<file path="config.mk">
export PLATFORM = sky130hd
export DESIGN_NAME = wildcard_byte_pattern_scan
export DESIGN_NICKNAME = d
export VERILOG_FILES = /design/src/design/wbps_pkg.sv /design/src/design/wildcard_byte_pattern_scan.sv /design/src/design/wbps_cfg.sv /design/src/design/wbps_match.sv
export VERILOG_INCLUDE_DIRS = /design/src /design/src/design
export SDC_FILE = /design/constraint.sdc
export NUM_CORES = 1
export LEC_CHECK = 0
export BUFFER_PORTS_ARGS = -buffer_cell sky130_fd_sc_hd__buf_2
export CAP_MARGIN = 10
export CORE_ASPECT_RATIO = 1.25
export CORE_UTILIZATION = 55
export CTS_CLUSTER_DIAMETER = 60
export CTS_CLUSTER_SIZE = 30
export DETAILED_ROUTE_END_ITERATION = 16
export MAX_ROUTING_LAYER = met4
export PLACE_DENSITY = 0.75
export RECOVER_POWER = 25
export SYNTH_ARGS = -nofsm -noshare
export SYNTH_HDL_FRONTEND = slang
export SYNTH_HIERARCHICAL = 1
export SYNTH_SLANG_ARGS = --single-unit
export TNS_END_PERCENT = 5
</file>
<file path="constraint.sdc">
create_clock -name clk -period 15.7 [get_ports clk]
set_input_delay 4.71 -clock clk [delete_from_list [all_inputs] [get_ports clk]]
set_output_delay 4.71 -clock clk [all_outputs]
set_load 0.03 [all_outputs]
</file>
<file path="src/design/wildcard_byte_pattern_scan_defines.svh">
// ----------------------------------------------------------------------------
// Assertion macros for the wildcard byte pattern scan
// Clocked on clk and disabled while arst_n is low.
// ----------------------------------------------------------------------------
`ifndef WILDCARD_BYTE_PATTERN_SCAN_DEFINES_SVH
`define WILDCARD_BYTE_PATTERN_SCAN_DEFINES_SVH

// Consequent checked in the same cycle as the antecedent.
`define WBPS_ASSERT_SAME(label, ante, cons, msg) \
	label: assert property (@(posedge clk) disable iff (!arst_n) (ante) |-> (cons)) \
		else $error(msg);

// Consequent checked in the cycle after the antecedent.
`define WBPS_ASSERT_NEXT(label, ante, cons, msg) \
	label: assert property (@(posedge clk) disable iff (!arst_n) (ante) |=> (cons)) \
		else $error(msg);

`endif

</file>
<file path="src/design/wbps_pkg.sv">
// ----------------------------------------------------------------------------
// wbps_pkg
// Types and constants shared by the wildcard byte pattern scan modules.
// ----------------------------------------------------------------------------
package wbps_pkg;

	localparam int MAX_PATTERN_BYTES = 16;
	localparam int OFFSET_BITS       = 32;
	localparam int REG_PATTERN_BYTES = 16;
	localparam int LEN_CAP   = (MAX_PATTERN_BYTES < REG_PATTERN_BYTES) ?
	                           MAX_PATTERN_BYTES : REG_PATTERN_BYTES;
	localparam int LEN_W     = $clog2(LEN_CAP + 1);
	localparam int WIN_IDX_W = (LEN_CAP > 1) ? $clog2(LEN_CAP) : 1;

	localparam int CFG_DATA_W = 64;
	localparam int CFG_IDX_W  = 2;
	localparam int LEN_REG_W  = 5;
	localparam int OFS_OUT_W  = 32;

	localparam logic [OFFSET_BITS-1:0] POS_MAX = '1;

	typedef enum logic [CFG_IDX_W-1:0] {
		REG_PAT_LOW   = 2'd0,
		REG_PAT_HIGH  = 2'd1,
		REG_WILD_MASK = 2'd2,
		REG_PAT_LEN   = 2'd3
	} cfg_reg_t;

	typedef struct packed {
		logic [7:0] data_byte;
		logic       region_end;
	} in_t;

	typedef struct packed {
		logic                 found;
		logic [OFS_OUT_W-1:0] match_offset;
	} out_t;

	typedef struct packed {
		logic [8*REG_PATTERN_BYTES-1:0] pattern;
		logic [REG_PATTERN_BYTES-1:0]   wild;
		logic [LEN_W-1:0]               eff_len;
	} cfg_t;

	typedef struct packed {
		logic busy;
		logic res_valid;
	} s1_status_t;

endpackage

</file>
<file path="src/design/wildcard_byte_pattern_scan.sv">
// ----------------------------------------------------------------------------
// wildcard_byte_pattern_scan
// Finds the first offset in a byte stream where a wildcard signature matches.
// ----------------------------------------------------------------------------
// Path: an accepted byte enters the window (input) register, the combinational
// window compare sits between it and the output register that drives out_item.
// Throughput: one byte per cycle while a full output register is not stalled.
// Reset: arst_n clears position, match flag, valid flags and configuration
// (length reads as 1); the byte window is not reset.
module wildcard_byte_pattern_scan (
	input  logic                           clk,
	input  logic                           arst_n,
	input  logic                           cfg_wr_en,
	input  logic [wbps_pkg::CFG_IDX_W-1:0]  cfg_index,
	input  logic [wbps_pkg::CFG_DATA_W-1:0] cfg_wdata,
	input  logic                           in_valid,
	output logic                           in_stall,
	input  wbps_pkg::in_t                  in_item,
	output logic                           out_valid,
	input  logic                           out_stall,
	output wbps_pkg::out_t                 out_item
);
	import wbps_pkg::*;

	cfg_t       cfg;
	s1_status_t status;
	out_t       res;
	logic       advance;
	logic       in_accept;
	logic       out_valid_q;
	out_t       out_q;

	wbps_cfg u_cfg (
		.clk       (clk),
		.arst_n    (arst_n),
		.cfg_wr_en (cfg_wr_en),
		.cfg_index (cfg_index),
		.cfg_wdata (cfg_wdata),
		.cfg       (cfg)
	);

	wbps_match u_match (
		.clk       (clk),
		.arst_n    (arst_n),
		.cfg       (cfg),
		.in_accept (in_accept),
		.item      (in_item),
		.advance   (advance),
		.status    (status),
		.res       (res)
	);

	// stage 1 moves whenever the output register is empty or draining
	assign advance   = !out_valid_q || !out_stall;
	assign in_stall  = status.busy && !advance;
	assign in_accept = in_valid && !in_stall;

	always_ff @(posedge clk or negedge arst_n) begin
		if (!arst_n) begin
			out_valid_q <= 1'b0;
		end else if (advance) begin
			out_valid_q <= status.res_valid;
		end
	end

	always_ff @(posedge clk) begin
		if (advance && status.res_valid) begin
			out_q <= res;
		end
	end

	assign out_valid = out_valid_q;
	assign out_item  = out_q;

endmodule

</file>
<file path="src/design/wbps_cfg.sv">
// ----------------------------------------------------------------------------
// wbps_cfg
// Configuration registers and the clamped signature length.
// ----------------------------------------------------------------------------
module wbps_cfg (
	input  logic                           clk,
	input  logic                           arst_n,
	input  logic                           cfg_wr_en,
	input  logic [wbps_pkg::CFG_IDX_W-1:0]  cfg_index,
	input  logic [wbps_pkg::CFG_DATA_W-1:0] cfg_wdata,
	output wbps_pkg::cfg_t                 cfg
);
	import wbps_pkg::*;

	logic [63:0]                  pat_low_q;
	logic [63:0]                  pat_high_q;
	logic [REG_PATTERN_BYTES-1:0] wild_q;
	logic [LEN_REG_W-1:0]         len_q;
	logic [LEN_W-1:0]             eff_len;

	always_ff @(posedge clk or negedge arst_n) begin
		if (!arst_n) begin
			pat_low_q  <= '0;
			pat_high_q <= '0;
			wild_q     <= '0;
			len_q      <= LEN_REG_W'(1);
		end else if (cfg_wr_en) begin
			unique case (cfg_reg_t'(cfg_index))
				REG_PAT_LOW:   pat_low_q  <= cfg_wdata[63:0];
				REG_PAT_HIGH:  pat_high_q <= cfg_wdata[63:0];
				REG_WILD_MASK: wild_q     <= cfg_wdata[REG_PATTERN_BYTES-1:0];
				REG_PAT_LEN:   len_q      <= cfg_wdata[LEN_REG_W-1:0];
			endcase
		end
	end

	// zero means one, anything past the window depth saturates
	always_comb begin
		if (len_q == '0) begin
			eff_len = LEN_W'(1);
		end else if (len_q > LEN_REG_W'(LEN_CAP)) begin
			eff_len = LEN_W'(LEN_CAP);
		end else begin
			eff_len = LEN_W'(len_q);
		end
	end

	assign cfg.pattern = {pat_high_q, pat_low_q};
	assign cfg.wild    = wild_q;
	assign cfg.eff_len = eff_len;

endmodule

</file>
<file path="src/design/wbps_match.sv">
// ----------------------------------------------------------------------------
// wbps_match
// Byte window, position counter and parallel signature compare stage.
// ----------------------------------------------------------------------------
`include "wildcard_byte_pattern_scan_defines.svh"

module wbps_match (
	input  logic                 clk,
	input  logic                 arst_n,
	input  wbps_pkg::cfg_t       cfg,
	input  logic                 in_accept,
	input  wbps_pkg::in_t        item,
	input  logic                 advance,
	output wbps_pkg::s1_status_t status,
	output wbps_pkg::out_t       res
);
	import wbps_pkg::*;

	logic [7:0]             window_q [LEN_CAP];
	logic [OFFSET_BITS-1:0] count_q;
	logic [OFFSET_BITS-1:0] count_next;
	logic [OFFSET_BITS-1:0] count_s1;
	logic                   valid_s1;
	logic                   last_s1;
	logic                   reported_q;

	logic [WIN_IDX_W-1:0]   sel_idx [LEN_CAP];
	logic                   hit;
	logic [OFFSET_BITS-1:0] len_ext;
	logic [OFFSET_BITS-1:0] diff;
	logic [63:0]            ofs_ext;
	logic                   count_ok;
	logic                   do_found;
	logic                   do_miss;

	assign count_next = (count_q == POS_MAX) ? count_q : count_q + OFFSET_BITS'(1);

	always_ff @(posedge clk or negedge arst_n) begin
		if (!arst_n) begin
			count_q  <= '0;
			valid_s1 <= 1'b0;
		end else begin
			if (in_accept) begin
				count_q  <= item.region_end ? '0 : count_next;
				valid_s1 <= 1'b1;
			end else if (advance) begin
				valid_s1 <= 1'b0;
			end
		end
	end

	// window holds the view of the item in stage 1; it only moves on accept
	always_ff @(posedge clk) begin
		if (in_accept) begin
			window_q[0] <= item.data_byte;
			for (int i = 1; i < LEN_CAP; i++) begin
				window_q[i] <= window_q[i-1];
			end
			count_s1 <= count_next;
			last_s1  <= item.region_end;
		end
	end

	always_ff @(posedge clk or negedge arst_n) begin
		if (!arst_n) begin
			reported_q <= 1'b0;
		end else if (valid_s1 && advance) begin
			if (last_s1) begin
				reported_q <= 1'b0;
			end else if (do_found) begin
				reported_q <= 1'b1;
			end
		end
	end

	// signature byte j lines up with window entry len-1-j
	always_comb begin
		for (int j = 0; j < LEN_CAP; j++) begin
			sel_idx[j] = WIN_IDX_W'(cfg.eff_len - LEN_W'(1) - LEN_W'(j));
		end
	end

	always_comb begin
		hit = 1'b1;
		for (int j = 0; j < LEN_CAP; j++) begin
			if (LEN_W'(j) < cfg.eff_len && !cfg.wild[j] &&
			    window_q[sel_idx[j]] != cfg.pattern[8*j +: 8]) begin
				hit = 1'b0;
			end
		end
	end

	assign len_ext  = OFFSET_BITS'(cfg.eff_len);
	assign count_ok = count_s1 >= len_ext;
	assign diff     = count_s1 - len_ext;
	assign ofs_ext  = 64'(diff);
	assign do_found = !reported_q && count_ok && hit;
	assign do_miss  = last_s1 && !reported_q;

	assign res.found        = do_found;
	assign res.match_offset = do_found ? ofs_ext[OFS_OUT_W-1:0] : '0;

	assign status.busy      = valid_s1;
	assign status.res_valid = valid_s1 && (do_found || do_miss);

	`WBPS_ASSERT_SAME(a_miss_offset_zero, status.res_valid && !res.found,
		res.match_offset == '0, "not-found item carries a nonzero offset")
	`WBPS_ASSERT_NEXT(a_last_clears_count, in_accept && item.region_end,
		count_q == '0, "position not cleared after last byte")
	`WBPS_ASSERT_NEXT(a_found_sets_flag, valid_s1 && advance && do_found && !last_s1,
		reported_q, "match not remembered for the rest of the region")

endmodule

</file>
==> run_results.csv <==
group,metric,value,unit
run_status,status,"finished, violations left",
run_status,violations,"max-capacitance violations, max-slew violations",
timing,period_needed,9.90,ns
logic_synthesis,synth_ff_type,"edfxtp_1",
clocking,cts_setup_buffers,0,
setup_path,crit_path_end_kind,"output pin",
setup_path,crit_path_start_kind,"input pin",
timing,max_freq,101,MHz
logic_synthesis,yosysTopAreaCell,"edfxtp_1",
die,start_util,56.0,%
logic_synthesis,synth_cell_types,85,
job,max-cap-violations,1,
setup_path,crit_chain,"buf_2, and3_4, buf_2",
logic_synthesis,synth.yosys.seq_area_share,44.2,%
timing,setup_viol,0,
clocking,clock_path_buffers,3,
timing,fin_crit_sh,63.1,%
timing,hold_violations,0,
routing,vias,16034,
clocking,clock_latency,0.60,ns
routing,drt_iter0_markers,1377,
logic_synthesis,mappedNetlistArea,23600,µm²
grt,antenna_found_initial,2,
logic_synthesis,synth_area_leaders,"edfxtp_1, dfrtp_1, mux4_2",
timing,clock_skew,0.0284,ns
routing,detail_route.drc_violations,0,
pwr,internal_power,2640,µW
pwr,p_clk_share,18.5,%
routing,ant_nets,0,
final_layout,area_delta_synth_final,8.15,%
setup_path,slowest_stage,"buf_2",
pwr,design_power_total,4480,µW
clocking,ctsHtreeMaxLevel,1,
clocking,clock-sinks,378,
place,gp_congestion,0.961,
die,core_area,42100,µm²
grt,gr-max-usage-layer,"met2",
pwr,seq_power_share,28.3,%
place,io_buffers,114,
setup_path,crit_buf_inv,2,
logic_synthesis,async_flop_share,48.7,%
grt,met2_usage,47.4,%
final_layout,fin_area,25500,µm²
place,dpl.hpwl,45100,µm
pwr,power_leakage,0.0100,µW
pwr,power.switching,1840,µW
grt,gr-usage-met3,3.70,%
clocking,hold_buffers,0,
setup_path,crit_family,"buffers and inverters",
grt,grt_pass1_wl,93900,µm
logic_synthesis,synth_edf_count,194,
final_layout,nNetsFinal,1965,
final_layout,fill_cells,3265,
logic_synthesis,syn_area_per_cell,13.1,µm²
clocking,cts.clk_slew.worst_paths,0.08,ns
clocking,cts-resized-gates,0,
grt,grt_max_degree,177,
die,num_rows,84,
final_layout,utilization,60.5,%
routing,firstDrtPassIters,5,
timing,holdWs,0.484,ns
timing,slew_violations,49,
logic_synthesis,synth.top_cell.area_share,24.7,%
logic_synthesis,synth_seq_cells,378,
logic_synthesis,ys_warn_count,6,
min_path,min_path_type,"reg -> reg",
setup_path,cpPeakStageDelay,0.20,ns
pwr,share_comb_of_total_power,53.2,%
timing,timing.setup.tns,0,ns
pwr,vdd_drop_max,135,µV
final_layout,drive_above_1_share,30.9,%
timing,worst_pin_slew,2.82,ns
logic_synthesis,syn_inst,1795,
pwr,pwr_density_cell,175,nW/µm²
setup_path,crit_arrival,5.19,ns
timing,rsz0062_at_grt,"no",
die,die-area,43700,µm²
clocking,cts_tree,"built",
logic_synthesis,synthTopCellsByCount,"mux2i_1, mux2_2, edfxtp_1",
place,placed_cell_area,24400,µm²
routing,routedWlPerCell,25.1,µm
logic_synthesis,syn_nets,1889,
setup_path,cp_data_required_time,10.99,ns
pwr,swShare,41.1,%
clocking,root_buffer,"clkbuf_16",
routing,vias_per_cell,6.53,
grt,grt_usage,29.2,%
die,fp.dieW,187,µm
timing,slew_headroom,-88.2,%
logic_synthesis,synth_most_common_cell,"mux2i_1",
routing,wirelength,61700,µm
die,ios,115,
setup_path,critPathKind,"in -> out",
die,die_y,234,µm
grt,use_met1,35.5,%
grt,grt_pass1_vias,15604,
clocking,numCtsBuffers,30,
setup_path,worst_path_most_repeated_cell,"buf_2",
setup_path,crit_fanout,2,
grt,grt_remaining_overflow,0,
## stage by stage
step           setup slack, ns  cells
2_1_floorplan             5.08   1795
6_report                  5.80   2456
5_1_grt                   5.76   2456
3_5_place_dp              5.80   2398
3_3_place_gp              5.80   2398
4_1_cts                   5.80   2454
## cell type report
class,instances,area [µm²],share of cell area [%]
inverters,20,76.3,0.299
clock buffers,32,779,3.05
flip-flops and latches,378,10400,40.9
well taps,559,699,2.74
diodes,2,5.00,0.0196
repair buffers,145,807,3.16
multi-input cells,1296,12400,48.7
clock inverters,24,304,1.19
## worst register-to-register path, delay by kind of cell (launching register included)
kind / cells / cell delay [ns]
buf+inv: 6 / 3.76
simple gates: 6 / 1.91
mux: 3 / 1.09
fa+ha+maj: 1 / 0.87
compound gates: 3 / 0.86
flops: 1 / 0.40
xor+xnor: 1 / 0.20
## routing by layer
layer  wire length [µm]  part of all wire, %
met1              23300                   38
met3               4160                  6.7
met2              30300                   49
met5                  0                    0
met4               3990                  6.5
## placed cells by master (no fill, tap or decap), types with 51 or more instances in the layout
cell      netlist  routed
o21ai_0        52      52
nand2_1       113     113
mux4_2        117     117
edfxtp_1      194     194
nor2_1         51      51
dfrtp_1       183     183
xor2_1         87      87
buf_2          35     113
mux2i_1       215     215
xnor2_1        88      87
mux2_2        207     207
## worst paths after layout
path / start / to / slack, ns / cells after the start
max: out_stall / in_stall / 5.80 / 3
min: u_match/window_q[5][1]$_DFFE_PP_ / u_match/window_q[6][1]$_DFFE_PP_ / 0.48 / 0
max reg2reg: u_cfg/len_q[2]$_DFFE_PN0P_ / out_item[20]$_DFFE_PP_ / 6.25 / 20
min reg2reg: u_match/window_q[5][1]$_DFFE_PP_ / u_match/window_q[6][1]$_DFFE_PP_ / 0.48 / 0
max in group asynchronous: arst_n / u_cfg/pat_high_q[9]$_DFFE_PN0P_ / 8.59 / 2
min in group asynchronous: arst_n / u_cfg/pat_high_q[26]$_DFFE_PN0P_ / 5.02 / 1
## registers in the layout, summed over array words and instances, names as in the netlist
register / flops
u_cfg/pat_low_q: 64
u_cfg/len_q: 5
u_match/count_q: 32
u_cfg/pat_high_q: 64
u_match/window_q: 128
u_match/reported_q: 1
u_match/last_s1: 1
u_match/count_s1: 32
u_cfg/wild_q: 16
out_valid: 1
u_match/valid_s1: 1
out_item: 33
## logic make-up after synthesis
kind of cell,Yosys count,share of synthesized area [%]
flops,378,44.2
buf+inv,121,3.39
mux,545,30.5
compound gates,179,5.05
xor+xnor,184,7.20
fa+ha+maj,14,0.774
simple gates,374,8.86
## power by group through the flow
stage          Sequential [µW]  Combinational [µW]  Clock [µW]
3_5_place_dp              1280                2350           0
6_report                  1270                2380         829
5_1_grt                   1280                2520         878
4_1_cts                   1270                2360         843
3_3_place_gp              1280                2300           0
2_1_floorplan             1260                1810           0
Power figures use the tool's default switching activity.
